$ cat config.mk
export PLATFORM = sky130hd
export DESIGN_NAME = bounded_ordered_list_engine
export DESIGN_NICKNAME = d
export VERILOG_FILES = /design/src/rtl/bole_pkg.sv /design/src/rtl/bounded_ordered_list_engine.sv /design/src/rtl/bole_ram.sv
export SDC_FILE = /design/constraint.sdc
export NUM_CORES = 1
export LEC_CHECK = 0
export ABC_AREA = 0
export CORE_MARGIN = 2
export CORE_UTILIZATION = 40
export CTS_CLUSTER_DIAMETER = 150
export DETAILED_ROUTE_END_ITERATION = 10
export DONT_BUFFER_PORTS = 1
export PLACE_DENSITY = 0.62
export SYNTH_ARGS = -nofsm -noshare
export SYNTH_HDL_FRONTEND = slang
export SYNTH_SLANG_ARGS = --single-unit
$ cat constraint.sdc
create_clock -name clk -period 5.2 [get_ports clk]
set_input_delay 1.04 -clock clk [delete_from_list [all_inputs] [get_ports clk]]
set_output_delay 1.04 -clock clk [all_outputs]
set_load 0.01 [all_outputs]
$ cat src/rtl/bole_pkg.sv
// ----------------------------------------------------------------------------
// bole_pkg: shared definitions for the bounded ordered list engine
// Operation codes, status codes and fixed field widths of the stream ports.
// ----------------------------------------------------------------------------
package bole_pkg;

	localparam int DEPTH_DEF     = 16;
	localparam int ITEM_BITS_DEF = 32;

	localparam int OP_W    = 4;
	localparam int POS_W   = 5;
	localparam int ITEM_W  = 32;
	localparam int STAT_W  = 2;
	localparam int CNT_W   = 5;
	localparam int S_DATA_W = 48;
	localparam int M_DATA_W = 48;

	localparam logic [OP_W-1:0] OP_ADD_FIRST    = 4'd0;
	localparam logic [OP_W-1:0] OP_ADD_LAST     = 4'd1;
	localparam logic [OP_W-1:0] OP_INSERT_AFTER = 4'd2;
	localparam logic [OP_W-1:0] OP_PEEK_FIRST   = 4'd3;
	localparam logic [OP_W-1:0] OP_PEEK_LAST    = 4'd4;
	localparam logic [OP_W-1:0] OP_PEEK_AT      = 4'd5;
	localparam logic [OP_W-1:0] OP_REMOVE_FIRST = 4'd6;
	localparam logic [OP_W-1:0] OP_REMOVE_LAST  = 4'd7;
	localparam logic [OP_W-1:0] OP_REMOVE_AT    = 4'd8;
	localparam logic [OP_W-1:0] OP_FIND         = 4'd9;

	localparam logic [STAT_W-1:0] ST_OK    = 2'd0;
	localparam logic [STAT_W-1:0] ST_EMPTY = 2'd1;
	localparam logic [STAT_W-1:0] ST_INDEX = 2'd2;
	localparam logic [STAT_W-1:0] ST_FULL  = 2'd3;

endpackage

$ cat src/rtl/bounded_ordered_list_engine.sv
// ----------------------------------------------------------------------------
// bounded_ordered_list_engine: ordered list of up to DEPTH items in one RAM
// A sequencer applies one list operation per input transfer and returns one
// result transfer.
// ----------------------------------------------------------------------------
// The list lives in a single RAM with a registered read; position p of the
// list is RAM entry p-1. One operation is taken at a time. Errors and clear
// go from the input transfer straight to the finish step, which loads the
// output register. Peeks add a fetch step for the RAM read. Insert moves
// every item behind the insert point up by one entry, each move costing one
// read and one write of the RAM. Remove first fetches the removed item and
// then moves every item behind it down. Find reads one entry per cycle from
// the front until a match or the end of the list. A finished result sits in
// an output register; if that register is still full the sequencer waits for
// it, and the input is not ready again until the result has been loaded.
module bounded_ordered_list_engine #(
	parameter int DEPTH     = bole_pkg::DEPTH_DEF,
	parameter int ITEM_BITS = bole_pkg::ITEM_BITS_DEF
) (
	input  logic                          clk,
	input  logic                          arst_n,
	input  logic                          s_tvalid,
	output logic                          s_tready,
	// operation[3:0], position[8:4], item_in[40:9], zero fill above
	input  logic [bole_pkg::S_DATA_W-1:0] s_tdata,
	// clear_all
	input  logic                          s_tuser,
	output logic                          m_tvalid,
	input  logic                          m_tready,
	// status[1:0], item_out[33:2], found_position[38:34], count[43:39], zeros
	output logic [bole_pkg::M_DATA_W-1:0] m_tdata
);

	localparam int AW = (DEPTH > 1) ? $clog2(DEPTH) : 1;
	localparam int CW = $clog2(DEPTH + 1);
	localparam int PW = (CW > bole_pkg::POS_W) ? CW : bole_pkg::POS_W;

	localparam logic [2:0] S_IDLE     = 3'd0;
	localparam logic [2:0] S_FETCH    = 3'd1;
	localparam logic [2:0] S_SCAN     = 3'd2;
	localparam logic [2:0] S_UP       = 3'd3;
	localparam logic [2:0] S_UP_WR    = 3'd4;
	localparam logic [2:0] S_DN       = 3'd5;
	localparam logic [2:0] S_DN_WR    = 3'd6;
	localparam logic [2:0] S_FINISH   = 3'd7;

	// Input fields.
	logic [bole_pkg::OP_W-1:0]   op;
	logic [bole_pkg::POS_W-1:0]  pos;
	logic [bole_pkg::ITEM_W-1:0] item_in;

	assign op      = s_tdata[3:0];
	assign pos     = s_tdata[8:4];
	assign item_in = s_tdata[40:9];

	// Control state.
	logic [2:0]    st_q;
	logic [CW-1:0] occ_q;
	logic [CW-1:0] cur_q;
	logic [CW-1:0] k_q;
	logic          peek_q;
	logic          m_valid_q;

	// Per-operation payload.
	logic [ITEM_BITS-1:0]            item_q;
	logic [bole_pkg::STAT_W-1:0]     stat_q;
	logic [ITEM_BITS-1:0]            res_item_q;
	logic [CW-1:0]                   found_q;
	logic [bole_pkg::M_DATA_W-1:0]   m_data_q;

	// RAM ports.
	logic                 we;
	logic [AW-1:0]        waddr;
	logic [ITEM_BITS-1:0] wdata;
	logic [AW-1:0]        raddr;
	logic [ITEM_BITS-1:0] rdata;

	bole_ram #(
		.WIDTH(ITEM_BITS),
		.DEPTH(DEPTH)
	) u_ram (
		.clk  (clk),
		.we   (we),
		.waddr(waddr),
		.wdata(wdata),
		.raddr(raddr),
		.rdata(rdata)
	);

	logic          accept;
	logic [PW-1:0] pos_x;
	logic [PW-1:0] occ_x;
	logic          empty;
	logic          full;
	logic          pos_bad;
	logic [CW-1:0] pos_c;
	logic [CW-1:0] last_c;
	logic          out_free;

	// Decisions taken at the input transfer.
	logic [2:0]                  acc_st;
	logic [bole_pkg::STAT_W-1:0] acc_stat;
	logic [CW-1:0]               acc_k;
	logic [CW-1:0]               acc_cur;
	logic                        acc_peek;

	assign s_tready = (st_q == S_IDLE);
	assign accept   = s_tvalid && s_tready;
	assign pos_x    = PW'(pos);
	assign occ_x    = PW'(occ_q);
	assign empty    = (occ_q == '0);
	assign full     = (occ_q == CW'(DEPTH));
	// Position outside 1..occupancy.
	assign pos_bad  = (pos_x == '0) || (pos_x > occ_x);
	assign pos_c    = CW'(pos_x);
	assign last_c   = occ_q - CW'(1);
	assign out_free = !m_valid_q || m_tready;

	// Status, next state and index registers for the operation being accepted.
	// A failed check goes straight to the finish step.
	always_comb begin
		acc_st   = S_FINISH;
		acc_stat = bole_pkg::ST_OK;
		acc_k    = '0;
		acc_cur  = occ_q;
		acc_peek = 1'b0;
		if (!s_tuser) begin
			case (op)
				bole_pkg::OP_ADD_FIRST: begin
					if (full) acc_stat = bole_pkg::ST_FULL;
					else      acc_st   = S_UP;
				end
				bole_pkg::OP_ADD_LAST: begin
					acc_k = occ_q;
					if (full) acc_stat = bole_pkg::ST_FULL;
					else      acc_st   = S_UP;
				end
				bole_pkg::OP_INSERT_AFTER: begin
					acc_k = pos_c;
					if (pos_x > occ_x)  acc_stat = bole_pkg::ST_INDEX;
					else if (full)      acc_stat = bole_pkg::ST_FULL;
					else                acc_st   = S_UP;
				end
				bole_pkg::OP_PEEK_FIRST,
				bole_pkg::OP_PEEK_LAST: begin
					acc_peek = 1'b1;
					if (empty) acc_stat = bole_pkg::ST_EMPTY;
					else       acc_st   = S_FETCH;
				end
				bole_pkg::OP_PEEK_AT: begin
					acc_peek = 1'b1;
					if (pos_bad) acc_stat = bole_pkg::ST_INDEX;
					else         acc_st   = S_FETCH;
				end
				bole_pkg::OP_REMOVE_FIRST: begin
					acc_cur = '0;
					if (empty) acc_stat = bole_pkg::ST_EMPTY;
					else       acc_st   = S_FETCH;
				end
				bole_pkg::OP_REMOVE_LAST: begin
					acc_cur = last_c;
					if (empty) acc_stat = bole_pkg::ST_EMPTY;
					else       acc_st   = S_FETCH;
				end
				bole_pkg::OP_REMOVE_AT: begin
					acc_cur = pos_c - CW'(1);
					if (empty)        acc_stat = bole_pkg::ST_EMPTY;
					else if (pos_bad) acc_stat = bole_pkg::ST_INDEX;
					else              acc_st   = S_FETCH;
				end
				bole_pkg::OP_FIND: begin
					acc_cur = '0;
					if (!empty) acc_st = S_SCAN;
				end
				default: ;
			endcase
		end
	end

	// RAM access is decided by the state and the index registers.
	always_comb begin
		we    = 1'b0;
		waddr = AW'(cur_q);
		wdata = rdata;
		raddr = AW'(cur_q);
		case (st_q)
			S_IDLE: begin
				case (op)
					bole_pkg::OP_PEEK_LAST,
					bole_pkg::OP_REMOVE_LAST: raddr = AW'(last_c);
					bole_pkg::OP_PEEK_AT,
					bole_pkg::OP_REMOVE_AT:   raddr = AW'(pos_c - CW'(1));
					default:                  raddr = '0;
				endcase
			end
			S_SCAN:  raddr = AW'(cur_q + CW'(1));
			S_UP: begin
				raddr = AW'(cur_q - CW'(1));
				if (cur_q <= k_q) begin
					we    = 1'b1;
					waddr = AW'(k_q);
					wdata = item_q;
				end
			end
			S_UP_WR: we = 1'b1;
			S_DN:    raddr = AW'(cur_q + CW'(1));
			S_DN_WR: we = 1'b1;
			default: ;
		endcase
	end

	always_ff @(posedge clk or negedge arst_n) begin
		if (!arst_n) begin
			st_q      <= S_IDLE;
			occ_q     <= '0;
			cur_q     <= '0;
			k_q       <= '0;
			peek_q    <= 1'b0;
			m_valid_q <= 1'b0;
		end else begin
			if (st_q == S_FINISH && out_free) begin
				m_valid_q <= 1'b1;
			end else if (m_tready) begin
				m_valid_q <= 1'b0;
			end
			case (st_q)
				S_IDLE: begin
					if (accept) begin
						st_q   <= acc_st;
						k_q    <= acc_k;
						cur_q  <= acc_cur;
						peek_q <= acc_peek;
						if (s_tuser) begin
							occ_q <= '0;
						end
					end
				end
				S_FETCH: st_q <= peek_q ? S_FINISH : S_DN;
				S_SCAN: begin
					if (rdata == item_q || cur_q + CW'(1) == occ_q) begin
						st_q <= S_FINISH;
					end else begin
						cur_q <= cur_q + CW'(1);
					end
				end
				S_UP: begin
					if (cur_q > k_q) begin
						st_q <= S_UP_WR;
					end else begin
						occ_q <= occ_q + CW'(1);
						st_q  <= S_FINISH;
					end
				end
				S_UP_WR: begin
					cur_q <= cur_q - CW'(1);
					st_q  <= S_UP;
				end
				S_DN: begin
					if (cur_q + CW'(1) < occ_q) begin
						st_q <= S_DN_WR;
					end else begin
						occ_q <= last_c;
						st_q  <= S_FINISH;
					end
				end
				S_DN_WR: begin
					cur_q <= cur_q + CW'(1);
					st_q  <= S_DN;
				end
				S_FINISH: begin
					if (out_free) begin
						st_q <= S_IDLE;
					end
				end
				default: st_q <= S_IDLE;
			endcase
		end
	end

	// Payload registers: status decided at the input transfer, item and
	// position filled in by the fetch and scan steps.
	always_ff @(posedge clk) begin
		case (st_q)
			S_IDLE: begin
				if (accept) begin
					item_q     <= ITEM_BITS'(item_in);
					stat_q     <= acc_stat;
					res_item_q <= '0;
					found_q    <= '0;
				end
			end
			S_FETCH: res_item_q <= rdata;
			S_SCAN: begin
				if (rdata == item_q) found_q <= cur_q + CW'(1);
			end
			S_FINISH: begin
				if (out_free) begin
					m_data_q <= bole_pkg::M_DATA_W'({bole_pkg::CNT_W'(occ_q),
						bole_pkg::POS_W'(found_q), bole_pkg::ITEM_W'(res_item_q), stat_q});
				end
			end
			default: ;
		endcase
	end

	assign m_tvalid = m_valid_q;
	assign m_tdata  = m_data_q;

`ifndef SYNTH
	a_occ_bound: assert property (@(posedge clk) disable iff (!arst_n)
		occ_q <= CW'(DEPTH))
		else $error("occupancy exceeds depth");

	a_occ_change: assert property (@(posedge clk) disable iff (!arst_n)
		!$stable(occ_q) |-> ($past(st_q) == S_IDLE || $past(st_q) == S_UP ||
			$past(st_q) == S_DN))
		else $error("occupancy changed outside insert, remove or clear");

	a_dn_range: assert property (@(posedge clk) disable iff (!arst_n)
		st_q == S_DN_WR |-> (cur_q + CW'(1) < occ_q))
		else $error("down move beyond the list end");

	a_write_state: assert property (@(posedge clk) disable iff (!arst_n)
		we |-> (st_q == S_UP || st_q == S_UP_WR || st_q == S_DN_WR))
		else $error("RAM write outside a move");
`endif

endmodule

$ cat src/rtl/bole_ram.sv
// ----------------------------------------------------------------------------
// bole_ram: generic simple dual-port RAM
// One write port and one read port; read data is registered.
// ----------------------------------------------------------------------------
module bole_ram #(
	parameter int WIDTH = bole_pkg::ITEM_BITS_DEF,
	parameter int DEPTH = bole_pkg::DEPTH_DEF,
	localparam int AW = (DEPTH > 1) ? $clog2(DEPTH) : 1
) (
	input  logic             clk,
	input  logic             we,
	input  logic [AW-1:0]    waddr,
	input  logic [WIDTH-1:0] wdata,
	input  logic [AW-1:0]    raddr,
	output logic [WIDTH-1:0] rdata
);

	logic [WIDTH-1:0] mem [DEPTH];

	always_ff @(posedge clk) begin
		if (we) begin
			mem[waddr] <= wdata;
		end
		rdata <= mem[raddr];
	end

endmodule

## After elaboration in Yosys (flattened, before gate mapping)

Memory sizes are Yosys's and may differ from the RTL's. A register that Yosys moved wholly into a read port is not among the register bits.
Cells that the tools add are included.

| storage, ports and cells | value |
|---|---|
| word-level logic and storage cells | 130 |
| input bits | 53 |
| register bits after elaboration | 135 |
| output and inout bits | 50 |
| memories kept | 1 |
| memory bits (writable) | 512 |

Memory list:

| memory | words | bits a word | rd ports | clocked after memory_dff | write ports | RTL line | source |
|---|---|---|---|---|---|---|---|
| u_ram.mem | 16 | 32 | 1 | 1 | 1 | bole_ram.sv:18 | `logic [WIDTH-1:0] mem [DEPTH];` |

| operators by class | value |
|---|---|
| multiplexer cells | 52 |
| equality and inequality tests | 27 |
| add/subtract/negate cells | 5 |
| reduce and logical (&&, ||, !) cells | 30 |
| magnitude comparators | 4 |

Operators by type and width:

| kind | count |
|---|---|
| $mux W32 | 3 |
| $pmux W32 S2 | 1 |
| $mux W5 | 10 |
| $eq A32 B32 Y1 | 1 |
| $mux W3 | 10 |
| $pmux W5 S3 | 2 |
| $pmux W3 S8 | 1 |
| $pmux W5 S2 | 2 |
| $pmux W5 S4 | 1 |
| $pmux W3 S6 | 1 |
| $eq A4 B3 Y1 const B | 4 |
| $sub A5 B1 Y5 const B | 3 |
| $eq A3 B3 Y1 const B | 4 |
| $mux W2 | 6 |
| $ne A2 B2 Y1 const B | 6 |
| $pmux W4 S3 | 1 |
| $reduce_or A2 Y1 | 6 |
| $add A5 B1 Y5 const B | 2 |
| $gt A5 B5 Y1 | 2 |
| $logic_not A5 Y1 | 2 |
| $pmux W2 S5 | 1 |
| $mux W1 | 9 |
| $reduce_and A3 Y1 | 3 |
| $eq A4 B2 Y1 const B | 2 |
| 24 further kinds | 35 |

## Depth between registers and ports, before layout

| depth | value |
|---|---|
| word-level depth | 8 |
| depth in mapped cells | 13 |
| depth with buffers taken out | 10 |

## Hierarchy

Synthesis repeated with hierarchy kept, for this count alone.

| second synthesis, totals | value |
|---|---|
| cells, all modules | 1437 |
| area, all modules | 26950.8 µm² |

By module, submodules not included:

| module | cells an instance | sequential area each (µm²) | area an instance (µm²) | times used |
|---|---|---|---|---|
| bole_ram | 838 | 16015.4 | 19835.3 | 1 |
| bounded_ordered_list_engine | 599 | 3953.8 | 7115.6 | 1 |

## Worst setup path after synthesis

Ideal clock, no wire load.

| timing path | value |
|---|---|
| path type | reg-to-reg |
| from | register cur_q[0] |
| to | memory u_ram.mem[0][0] (netlist name) (enable) |
| clock period less this slack | 3.925 ns |
| path buffers | 2 |
| cell stages (with the launch flop) | 11 |
| setup time | 0.421 ns |
| required time | 4.779 ns |
| data arrival time | 3.503 ns |
| setup slack | 1.275 ns |
| cell sequence | dfrtp_1 > buf_2 > inv_1 > ha_1 > nand3_1 > o22ai_1 > a21oi_1 > nor2_1 > clkbuf_1 > a32oi_1 > nor2_1 |

| on the way | value |
|---|---|
| cells in the longest elaborated chain, start to end | 5 |
| elaborated cells on any way between the ends | 7 |
| those cells by class | 1 x order compare; 6 x mux |

RTL lines:

| what | RTL line | source |
|---|---|---|
| start: declaration | bounded_ordered_list_engine.sv:59 | `logic [CW-1:0] cur_q;` |
| start signal: assignment | bounded_ordered_list_engine.sv:231 | `cur_q <= acc_cur;` |
| start signal: assignment | bounded_ordered_list_engine.sv:243 | `cur_q <= cur_q + CW'(1);` |
| start signal: assignment | bounded_ordered_list_engine.sv:255 | `cur_q <= cur_q - CW'(1);` |
| $le A5 B5 Y1 | bounded_ordered_list_engine.sv:199 | `if (cur_q <= k_q) begin` |
| $mux W1 | bounded_ordered_list_engine.sv:199 |  |
| $pmux W1 S2 | bounded_ordered_list_engine.sv:186 | `case (st_q)` |
| $mux W1 | bole_ram.sv:21 | `if (we) begin` |
| $mux W1 (implied by the code) | bole_ram.sv:22 | `mem[waddr] <= wdata;` |
| end: declaration | bole_ram.sv:18 |  |

Several ways; a longest one is shown, not always the timed one.

## Worst setup path in the final report

| timing path | value |
|---|---|
| from | register cur_q[0] |
| to | memory u_ram.mem[15][8] (netlist name) (enable) |

The elaborated chain is that of the path after synthesis.

==> metrics.csv <==
metric;value;unit
synth cell count leaders;edfxtp_1 (627), nand2_1 (182), o21ai_0 (148);
most common cell in the netlist;edfxtp_1;
Crit path buffers/inverters;2;
Clk Latency, worst-skew pair;620;ps
Post-DRT Antenna Nets;0;
Worst Hold Class;primary input to asynchronous set/reset pin;
Hold Violations, Final;0;
clock skew;32.7;ps
CP max stage cell;nor2_4;
Post-Place Cells;2817;
Synth Instances;1998;
worst path cell trace;inv_1 -> ha_1 -> nand3_1 -> o22ai_1 -> a21oi_1 -> nor2_4 -> a31oi_1 -> nor2_4 -> buf_4;
Synth Cell Area;28000;um^2
met3 GRT Util;3.17;%
starting density of the core;40.3;%
Non-Filler Instances;2942;
First DRT Iteration DRCs;2334;
Ys Warns;0;
Setup crit end kind;flop;
Max Slew Vio Count;0;
Post-synth EDFFs;627;
via count of the first global-routing pass;16600;
final setup margin;902;ps
fmax;233;MHz
Top Usage Layer GRT;met2;
die area;72200;um^2
Filler Cells Inserted;6085;
met1 Use GR;26.4;%
Tcrit/Tclk final;82.7;%
# clock sinks;679;
CTS tree;done;
Synth area leaders;edfxtp_1 (67%), o21ai_0 (2.6%), nand2_1 (2.4%);
critical path required time;5440;ps
Worst path most repeated cell;nor2_4;
Reg2Reg Capture Point;u_ram.mem[15][8];
PostCTS Resize Cnt;0;
power density over the cells;746;nW/um^2
Die Width;269;um
post-synthesis register bit count;679;
Port-buffer cells;0;
Routed WL per cell;24.5;um
VDD IR max;0.000632;V
first-pass GRT wire length;106;mm
Fin Hold WS;120;ps
share of cells above drive strength 1;10.8;%
sequential area share after synthesis;71.2;%
Cell variety after synth;60;
top_reg_cell synth;edfxtp_1;
hold_buf cts;0;
area of the core;69700;um^2
setup violators final;0;
crit path kind;flop to flop;
Period minus WS final;4300;ps
final net count;2023;
TritonRoute pass-1 iters;5;
Crit Path Max Fanout;23;
Register-to-Register Path Depth;9;
Total Routing Usage GR;19.6;%
share of the synthesized area in the top cell type;67.1;%
WL final;72.2;mm
asr flop ratio synth;2.95;%
antenna violations before repair;2;
total grt overflow;0;
CTS clk-pin slew, worst paths;60;ps
synth-to-layout area growth;11.7;%
max cap viols;0;
largest net degree at the start of global routing;161;
Multi-input gate area;7460;um^2
Setup TNS;0;ps
worst slew margin relative to its limit;14.6;%
R2R Setup Slk;900;ps
drt via density;5.95;
worst slack, placed;997;ps
Reg area;20000;um^2
Routability Congestion;0.839;
Ant. Diodes;0;
delay-heaviest family, CP;simple AND/OR/NAND/NOR gates;
status;finished, final reports clean;
I/O pin count;103;
# H-tree levels;3;
RSZ-0062 raised after global routing;no;
CP startpoint kind;flop;
Vias;17500;
Detail Placement HPWL;40.3;mm
Slowest Stage Delay on Critical Path;670;ps
num rows;97;
Post-CTS Setup Inserts;0;
Chip Height;269;um
CP arrival;4530;ps
Leakage;10.1;nW
average cell area after synthesis;14.0;um^2
Clock Path Buffers;3;
met2 usage in global routing;32.8;%
Reg2Reg Launch Point;cur_q[0];
DRC;0;
cts bufs inserted;69;
Yosys top cell by area;edfxtp_1;
clock root cell;clkbuf_16;
Worst-Margin Slew;1280;ps
==> cell usage in the layout (no fill, tap or decap), types with 5 or more instances in the layout <==
cell,instances
dfxtp_1,32
nand2_1,182
buf_12,11
a31oi_1,108
buf_4,35
ha_1,22
clkinv_2,13
a21boi_0,9
clkbuf_8,5
clkinv_1,12
a22oi_1,41
nand2b_1,10
clkbuf_16,71
a21boi_1,23
a21o_1,6
a211oi_1,5
nor2_4,20
a311o_1,33
inv_1,22
o22ai_1,14
mux2_2,38
o21ai_1,5
o221ai_1,6
a32o_1,32
nor2_1,24
o211ai_1,34
nor4_1,11
xnor2_1,9
xor2_1,35
dfrtp_1,20
nor3_1,17
a21oi_1,49
and3_1,44
a32oi_1,68
o21ai_0,147
edfxtp_1,627
nor2b_1,11
clkbuf_1,17
nand3_1,77
==> worst max path at each step <==
stage	start	endpoint	slack [ps]	cells after the start
2_1_floorplan	cur_q[0]	u_ram.mem[0][0]	1280	10
6_report	cur_q[0]	u_ram.mem[15][8]	900	9
3_5_place_dp	cur_q[0]	u_ram.mem[15][18]	1000	9
4_1_cts	cur_q[0]	u_ram.mem[15][16]	970	9
5_1_grt	cur_q[0]	u_ram.mem[15][31]	720	9
3_3_place_gp	cur_q[0]	u_ram.mem[15][16]	1020	9
==> layout make-up <==
cell class | count | area share, %
clock buffers | 93 | 6.09
clock inverters | 32 | 0.771
inverters | 23 | 0.276
multi-input cells | 1129 | 23.8
flip-flops and latches | 679 | 63.7
well taps | 940 | 3.75
repair buffers | 46 | 1.54
==> power by group <==
part	switching (W)	leakage, nW	total (W)	internal (W)
combinational	0.00685	2.83	0.0101	0.00329
clock	0.00207	1.06	0.00473	0.00266
sequential	0.000592	6.23	0.00849	0.00790
==> through the flow <==
step           instance area (um^2)  total power, W  util (%)
6_report                      31300          0.0234      45.0
5_1_grt                       31300          0.0247      45.0
4_1_cts                       31300          0.0233      45.0
3_5_place_dp                  29200          0.0186      41.9
3_3_place_gp                  29200          0.0183      41.9
2_1_floorplan                 28100          0.0156         -
==> registers in the layout (all words and copies together) (netlist names), 5 cells and up <==
signal	flops
cur_q	5
found_q	5
item_q	32
k_q	5
m_tdata	44
occ_q	5
res_item_q	32
u_ram.mem	512
u_ram.rdata	32
==> kinds of logic (layout without fill, tap and decap cells) <==
family          Yosys count  in the layout  synth area share (%)
compound gates          597            597                  14.6
xor+xnor                 44             44                  1.37
fa+ha+maj                22             22                 0.982
buf+inv                 193            194                  3.03
flops                   679            679                  71.2
mux                      41             41                  1.68
other cells               1              4                0.0134
simple gates            421            421                  7.09
==> routing by layer <==
layer / share of wire, % / vias to the layer above
li1: - / 7782
met4: 2.1 / 0
met2: 49 / 730
met5: 0 / -
met3: 7.2 / 107
met1: 41 / 8886
No activity file was read; power rests on OpenSTA's default activity.
